$ cat config.mk
export PLATFORM = sky130hd
export DESIGN_NAME = annexb_nal_unit_scanner
export DESIGN_NICKNAME = d
export VERILOG_FILES = /design/src/rtl/annexb_pkg.sv /design/src/rtl/annexb_step_core.sv /design/src/rtl/annexb_nal_unit_scanner.sv
export VERILOG_INCLUDE_DIRS = /design/src /design/src/rtl
export SDC_FILE = /design/constraint.sdc
export NUM_CORES = 1
export LEC_CHECK = 0
export ABC_AREA = 1
export BUFFER_PORTS_ARGS = -buffer_cell sky130_fd_sc_hd__buf_2
export CAP_MARGIN = 10
export CORE_MARGIN = 3
export CORE_UTILIZATION = 48
export CTS_CLUSTER_DIAMETER = 40
export CTS_CLUSTER_SIZE = 28
export DETAILED_ROUTE_END_ITERATION = 12
export PLACE_DENSITY = 0.79
export SYNTH_ARGS = -nofsm -noshare
export SYNTH_HDL_FRONTEND = slang
export SYNTH_HIERARCHICAL = 1
export SYNTH_SLANG_ARGS = --single-unit
$ cat constraint.sdc
create_clock -name clock -period 5.9 [get_ports clock]
set_input_delay 1.18 -clock clock [delete_from_list [all_inputs] [get_ports clock]]
set_output_delay 1.18 -clock clock [all_outputs]
set_load 0.01 [all_outputs]
$ cat src/rtl/assert_macros.svh
// ----------------------------------------------------------------------------
// assert_macros.svh
// Assertion helpers for the RTL.
// ----------------------------------------------------------------------------
`ifndef ASSERT_MACROS_SVH
`define ASSERT_MACROS_SVH

// same-cycle implication, quiet during reset
`define ASSERT_IMPLY(label, clk, rst, ante, cons) \
   label: assert property (@(posedge clk) disable iff (rst) (ante) |-> (cons)) \
      else $error("assertion failed");

// next-cycle implication, quiet during reset
`define ASSERT_NEXT(label, clk, rst, ante, cons) \
   label: assert property (@(posedge clk) disable iff (rst) (ante) |=> (cons)) \
      else $error("assertion failed");

`endif

$ cat src/rtl/annexb_pkg.sv
`timescale 1ns / 1ps
// ----------------------------------------------------------------------------
// annexb_pkg
// Word types and byte constants for the Annex B NAL unit scanner.
// ----------------------------------------------------------------------------
package annexb_pkg;

   localparam logic [7:0] START_BYTE = 8'h01;
   localparam logic [7:0] ZERO_BYTE  = 8'h00;
   localparam logic [7:0] SPS_HDR_A  = 8'h27;
   localparam logic [7:0] SPS_HDR_B  = 8'h67;
   localparam logic [7:0] PPS_HDR_A  = 8'h28;
   localparam logic [7:0] PPS_HDR_B  = 8'h68;

   localparam logic [1:0] PCLASS_OTHER = 2'd0;
   localparam logic [1:0] PCLASS_SPS   = 2'd1;
   localparam logic [1:0] PCLASS_PPS   = 2'd2;

   localparam int OUT_OFF_BITS = 24;

   typedef struct packed {
      logic [7:0] data_byte;
      logic       last_byte;
   } req_word_type;

   typedef struct packed {
      logic [OUT_OFF_BITS-1:0] unit_start;
      logic [OUT_OFF_BITS-1:0] unit_length;
      logic [7:0]              header_byte;
      logic [4:0]              unit_type;
      logic [1:0]              param_class;
      logic                    truncated;
      logic                    offset_overflow;
   } rsp_word_type;

   typedef struct packed {
      logic         emit;
      rsp_word_type word;
   } step_out_type;

endpackage

$ cat src/rtl/annexb_step_core.sv
`timescale 1ns / 1ps
// ----------------------------------------------------------------------------
// annexb_step_core
// Scanner state and the per-byte step: start code search, unit tracking and
// result formation for one stream byte.
// ----------------------------------------------------------------------------
module annexb_step_core import annexb_pkg::*; #(
   parameter int OFFSET_BITS = 24
) (
   input  logic         clock,
   input  logic         reset,
   input  logic         fire,
   input  req_word_type word,
   input  logic         end_on_zero_triple,
   output step_out_type step_out
);

   localparam int EXT_W = OFFSET_BITS + OUT_OFF_BITS;
   localparam logic [OFFSET_BITS-1:0] OFF_MAX = {OFFSET_BITS{1'b1}};
   localparam logic [OFFSET_BITS-1:0] OFF_ONE = {{(OFFSET_BITS-1){1'b0}}, 1'b1};
   localparam logic [OFFSET_BITS-1:0] OFF_TWO = {{(OFFSET_BITS-2){1'b0}}, 2'b10};

   logic                   in_unit_ff,       in_unit_in;
   logic [1:0]             zero_run_ff,      zero_run_in;
   logic [OFFSET_BITS-1:0] byte_offset_ff,   byte_offset_in;
   logic [OFFSET_BITS-1:0] open_start_ff,    open_start_in;
   logic [7:0]             open_header_ff,   open_header_in;
   logic                   header_seen_ff,   header_seen_in;
   logic                   overflow_seen_ff, overflow_seen_in;

   logic                   start_code, at_max, ovf_now, term, trunc_emit, hdr_upd;
   logic [7:0]             hdr_eff, hdr_out;
   logic                   seen_eff;
   logic [OFFSET_BITS-1:0] p_inc_sat, end_pos, len;
   logic [OFFSET_BITS:0]   diff;
   logic [EXT_W-1:0]       start_ext, len_ext;

   always_comb begin
      start_code = (word.data_byte == START_BYTE) && (zero_run_ff == 2'd2);
      at_max     = (byte_offset_ff == OFF_MAX);
      ovf_now    = overflow_seen_ff | at_max;
      p_inc_sat  = at_max ? OFF_MAX : byte_offset_ff + OFF_ONE;

      term = in_unit_ff && (start_code ||
             (end_on_zero_triple && (word.data_byte == ZERO_BYTE) && (zero_run_ff == 2'd2)));
      trunc_emit = word.last_byte && in_unit_ff && !term;

      // first byte of an open unit becomes its header
      hdr_upd  = in_unit_ff && !term && !header_seen_ff;
      hdr_eff  = hdr_upd ? word.data_byte : open_header_ff;
      seen_eff = header_seen_ff | hdr_upd;

      // terminator: unit ends before the two zeros; stream end: includes byte
      if (term) begin
         end_pos = (byte_offset_ff >= OFF_TWO) ? byte_offset_ff - OFF_TWO : '0;
      end else begin
         end_pos = p_inc_sat;
      end
      diff = {1'b0, end_pos} - {1'b0, open_start_ff};
      len  = (diff[OFFSET_BITS] || (diff == '0)) ? '0 : diff[OFFSET_BITS-1:0];

      hdr_out = ((len != '0) && seen_eff) ? hdr_eff : 8'h00;

      start_ext = {{OUT_OFF_BITS{1'b0}}, open_start_ff};
      len_ext   = {{OUT_OFF_BITS{1'b0}}, len};

      step_out.emit                 = term | trunc_emit;
      step_out.word.unit_start      = start_ext[OUT_OFF_BITS-1:0];
      step_out.word.unit_length     = len_ext[OUT_OFF_BITS-1:0];
      step_out.word.header_byte     = hdr_out;
      step_out.word.unit_type       = hdr_out[4:0];
      case (hdr_out)
         SPS_HDR_A, SPS_HDR_B: step_out.word.param_class = PCLASS_SPS;
         PPS_HDR_A, PPS_HDR_B: step_out.word.param_class = PCLASS_PPS;
         default:              step_out.word.param_class = PCLASS_OTHER;
      endcase
      step_out.word.truncated       = trunc_emit;
      step_out.word.offset_overflow = ovf_now;
   end

   always_comb begin
      if (word.last_byte) begin
         in_unit_in       = 1'b0;
         zero_run_in      = 2'd0;
         byte_offset_in   = '0;
         open_start_in    = '0;
         open_header_in   = 8'h00;
         header_seen_in   = 1'b0;
         overflow_seen_in = 1'b0;
      end else begin
         in_unit_in       = (in_unit_ff && !term) || start_code;
         if (word.data_byte == ZERO_BYTE) begin
            zero_run_in = (zero_run_ff == 2'd2) ? 2'd2 : zero_run_ff + 2'd1;
         end else begin
            zero_run_in = 2'd0;
         end
         byte_offset_in   = p_inc_sat;
         open_start_in    = start_code ? p_inc_sat : open_start_ff;
         open_header_in   = start_code ? 8'h00 : hdr_eff;
         header_seen_in   = start_code ? 1'b0 : seen_eff;
         overflow_seen_in = ovf_now;
      end
   end

   always_ff @(posedge clock) begin
      if (reset) begin
         in_unit_ff       <= 1'b0;
         zero_run_ff      <= 2'd0;
         byte_offset_ff   <= '0;
         open_start_ff    <= '0;
         open_header_ff   <= 8'h00;
         header_seen_ff   <= 1'b0;
         overflow_seen_ff <= 1'b0;
      end else if (fire) begin
         in_unit_ff       <= in_unit_in;
         zero_run_ff      <= zero_run_in;
         byte_offset_ff   <= byte_offset_in;
         open_start_ff    <= open_start_in;
         open_header_ff   <= open_header_in;
         header_seen_ff   <= header_seen_in;
         overflow_seen_ff <= overflow_seen_in;
      end
   end

endmodule

$ cat src/rtl/annexb_nal_unit_scanner.sv
`timescale 1ns / 1ps
// ----------------------------------------------------------------------------
// annexb_nal_unit_scanner
// Annex B byte stream scanner: finds start codes, reports closed NAL units.
// ----------------------------------------------------------------------------
// Usage:
//   req_*  : one stream byte per word, last_byte flags the final byte.
//   rsp_*  : one word per closed unit (start, length, header, type, class,
//            truncated and overflow flags). Most bytes produce no word.
//   csr_*  : end_on_zero_triple mode bit, write only while idle.
// A byte is registered on accept and processed in the next cycle in which the
// result register is free or draining; its result is registered at the end
// of that cycle, so rsp_valid rises at that edge when the byte closes a unit.
// Throughput is one byte per cycle while the receiver does not stall, limited
// by the single state update per byte in the step core.
// When the receiver stalls, the pending result holds in the output register
// and one more byte waits in the input register; req_ready then drops.
// Reset is synchronous: stream state clears, the mode bit returns to 1 and
// both registers empty. A last_byte word also clears stream state.
// ----------------------------------------------------------------------------
`include "assert_macros.svh"

module annexb_nal_unit_scanner import annexb_pkg::*; #(
   parameter int OFFSET_BITS = 24
) (
   input  logic         clock,
   input  logic         reset,
   input  logic         req_valid,
   output logic         req_ready,
   input  req_word_type req_word,
   output logic         rsp_valid,
   input  logic         rsp_ready,
   output rsp_word_type rsp_word,
   input  logic         csr_wr_en,
   input  logic         csr_wr_data
);

   logic         in_valid_ff;
   req_word_type in_word_ff;
   logic         out_valid_ff, out_valid_in;
   rsp_word_type out_word_ff;
   logic         mode_ff;
   logic         advance;
   step_out_type step_out;

   assign advance   = in_valid_ff && (!out_valid_ff || rsp_ready);
   assign req_ready = !in_valid_ff || advance;

   always_comb begin
      if (advance) begin
         out_valid_in = step_out.emit;
      end else if (rsp_ready) begin
         out_valid_in = 1'b0;
      end else begin
         out_valid_in = out_valid_ff;
      end
   end

   always_ff @(posedge clock) begin
      if (reset) begin
         in_valid_ff  <= 1'b0;
         out_valid_ff <= 1'b0;
         mode_ff      <= 1'b1;
      end else begin
         if (req_ready) begin
            in_valid_ff <= req_valid;
         end
         out_valid_ff <= out_valid_in;
         if (csr_wr_en) begin
            mode_ff <= csr_wr_data;
         end
      end
   end

   always_ff @(posedge clock) begin
      if (req_valid && req_ready) begin
         in_word_ff <= req_word;
      end
      if (advance && step_out.emit) begin
         out_word_ff <= step_out.word;
      end
   end

   annexb_step_core #(
      .OFFSET_BITS(OFFSET_BITS)
   ) u_core (
      .clock              (clock),
      .reset              (reset),
      .fire               (advance),
      .word               (in_word_ff),
      .end_on_zero_triple (mode_ff),
      .step_out           (step_out)
   );

   assign rsp_valid = out_valid_ff;
   assign rsp_word  = out_word_ff;

   `ASSERT_IMPLY(a_ready_when_empty, clock, reset, !in_valid_ff, req_ready)
   `ASSERT_NEXT(a_emit_shows, clock, reset, advance && step_out.emit, rsp_valid)
   `ASSERT_NEXT(a_in_hold, clock, reset, in_valid_ff && !advance,
                in_valid_ff && $stable(in_word_ff))
   `ASSERT_IMPLY(a_trunc_on_last, clock, reset, advance && step_out.word.truncated,
                 in_word_ff.last_byte)

endmodule
==> results.yml <==
outcome:
  status: "complete, no violations"
worst_setup_path:
  start_kind: "register"
  worstPathRequired_ps: 6160
  max_stage_delay_ps: 470
  setup.worst_path.class: "reg2reg"
  critPathMaxFanout: 24
  cp_slowest_cell: "dfxtp_1"
  crit_arrival_ps: 5030
  endpoint_kind: "register"
  cpMostUsedCell: "nand2_1"
power:
  p_int_w: 0.00187
  p_per_area_nw_per_um2: 285
  clock_power_share_pct: 39.9
  netSwitchingFraction_pct: 30.9
  seq_power_share_pct: 39.8
  p_total_w: 0.00270
  leakage_nw: 4.40
  pwr-share-comb_pct: 20.3
  max-vdd-ir-drop_mv: 0.201
  p_sw_w: 0.000834
sta:
  tns_ps: 0
  slew_viol_final: 0
  period_minus_slack_ps: 4770
  relSlewSlack_pct: 41.1
  fin_crit_sh_pct: 80.8
  tightest_slew_ps: 878
  fmax_ghz: 0.210
  setup_violations: 0
  rsz0062_at_grt: "false"
  skew_ps: 8.28
  finalHoldViolCount: 0
cells_and_area:
  diodes: 0
  fin_nets: 1222
  drive_gt1_share_pct: 15.1
  syn_to_final_growth_pct: 12.7
  final_util_pct: 56.3
routing:
  drcViolationCount: 0
  avgRoutedWirePerCell_um: 14.6
  wl_um: 20600
  drt-pass1-iter-count: 5
  drtIter0Drc: 717
  ant_nets: 0
  routed_via_density: 5.27
  num_vias: 7430
clocking:
  ctsHoldBuffers: 0
  ctsHtreeMaxLevel: 4
  clock_sinks: 138
  cts_resized: 0
  clk_pin_slew_ps: 60
  cts_tree: "yes"
  clock-root-buffer: "clkbuf_16"
  cts-buffers-inserted: 17
  clk_path_buf_depth: 2
  worstSkewPairLatency_ps: 430
  cts_post_setup_buffers_inserted: 0
global_route:
  first_global_vias: 6815
  gr-total-overflow: 0
  antenna_found_initial: 0
  grt_pass1_wl_um: 33900
  grt_start_max_net_pins: 66
  grt_use_total_pct: 21.5
placed_design:
  place_congestion: 0.887
  hpwl_um: 15200
  io_buffers: 81
floorplanning:
  rows: 47
  io_pins: 82
  fp.dieH_um: 139
  dieArea_sq_um: 19200
  start_util_pct: 50.0
  core-area_sq_um: 16900
  die_x_um: 139
yosys:
  yosysWarnings: 6
  ys_seq_area_share_pct: 41.5
  ys_seq_elements: 138
  syn_inst: 1112
  syn_area_sq_um: 8430
  postSynthAreaPerCell_sq_um: 7.58
  yosysUniqueCellTypes: 48
  syn-num-nets: 1158
hold_path:
  hp-class: "reg2reg"
job:
  drv_cap: 0
## power by group through the flow
stage                     Combinational (W)  Sequential (W)  Clock (W)
final                              0.000550         0.00108    0.00108
after global routing               0.000623         0.00108    0.00114
after CTS                          0.000542         0.00107    0.00109
after detailed placement           0.000537         0.00109          0
after global placement             0.000530         0.00109          0
after floorplan                    0.000439         0.00108          0
## worst paths after layout
kind	start	endpoint	slack, ps	cells after the start
hold / removal	u_core/open_header_ff[6]	u_core/open_header_ff[6]	460	2
setup / recovery	u_core/byte_offset_ff[1]	rsp_word[7]	1130	29
setup reg to reg	u_core/byte_offset_ff[1]	rsp_word[7]	1130	29
hold reg to reg	u_core/open_header_ff[6]	u_core/open_header_ff[6]	460	2
## state kept, by name, indices dropped and copies added (netlist names)
signal                   count
rsp_word                    65
u_core/byte_offset_ff       24
u_core/open_start_ff        24
in_word_ff                   9
u_core/open_header_ff        8
u_core/zero_run_ff           2
in_valid_ff                  1
mode_ff                      1
rsp_valid                    1
u_core/header_seen_ff        1
u_core/in_unit_ff            1
u_core/overflow_seen_ff      1
## synthesized netlist by cell type (all sizes together)
| master | n | area, sq um |
|---|---|---|
| a21o | 3 | 22.5 |
| a21oi | 87 | 443 |
| a221oi | 1 | 15.0 |
| a31oi | 1 | 6.26 |
| buf | 21 | 184 |
| clkbuf | 19 | 71.3 |
| clkinv | 1 | 3.75 |
| dfxtp | 64 | 1280 |
| edfxtp | 74 | 2220 |
| fa | 1 | 20.0 |
| ha | 30 | 375 |
| inv | 178 | 671 |
| nand2 | 311 | 1180 |
| nand3 | 50 | 300 |
| nand3b | 9 | 67.6 |
| nand4 | 19 | 134 |
| nor2 | 87 | 367 |
| nor3 | 19 | 143 |
| nor3b | 1 | 7.51 |
| nor4 | 7 | 50.1 |
| o211ai | 1 | 7.51 |
| o21a | 1 | 7.51 |
| o21ai | 87 | 510 |
| o21bai | 1 | 7.51 |
| o31ai | 2 | 15.0 |
| or2 | 2 | 12.5 |
| or3 | 1 | 6.26 |
| xnor2 | 2 | 17.5 |
| xor2 | 32 | 280 |
## layer usage
metal | global-route usage (%) | up-vias | part of all wire (%)
met4 | 7.70 | 0 | 1.5
met5 | 0 | - | 0
li1 | - | 3726 | -
met3 | 3.10 | 30 | 6.3
met1 | 29.6 | 3376 | 46
met2 | 34.9 | 298 | 46
## final cells by class
cell class	instances	area, sq um
Tap cell	220	275
Sequential cell	138	3500
Multi-Input combinational cell	755	4020
Fill cell	1496	7380
Clock inverter	13	141
Inverter	179	674
Clock buffer	19	454
Timing Repair Buffer	85	435
## critical path: cells and delay by family (launching register included)
family / cells / cell delay, ps
simple gates: 20 / 2710
fa+ha+maj: 3 / 680
buf+inv: 4 / 500
flops: 1 / 470
compound gates: 2 / 240
## through the flow
stage	setup slack [ps]	instances	hold WS, ps	instance area, sq um
floorplan	1610	1112	425	8440
global placement	1490	1377	441	8910
detailed placement	1270	1377	442	8910
CTS	1190	1409	459	9500
global route	684	1409	484	9500
finish	1130	1409	461	9500
## cell usage in the layout (no fill, tap or decap), drive strengths merged
cell type,n
a21o,3
a21oi,87
a221oi,1
a31oi,1
buf,85
bufinv,2
clkbuf,19
clkinv,6
clkinvlp,3
dfxtp,64
edfxtp,74
fa,1
ha,30
inv,181
nand2,311
nand3,50
nand3b,9
nand4,19
nor2,87
nor3,19
nor3b,1
nor4,7
o211ai,1
o21a,1
o21ai,87
o21bai,1
o31ai,2
or2,2
or3,1
xnor2,2
xor2,32
## kinds of logic after synthesis
group / Yosys count / synth area share [%]
simple gates: 506 / 26.9
buf+inv: 219 / 11.0
compound gates: 184 / 12.3
flops: 138 / 41.5
xor+xnor: 34 / 3.53
fa+ha+maj: 31 / 4.69
No activity file was read; power rests on OpenSTA's default activity.
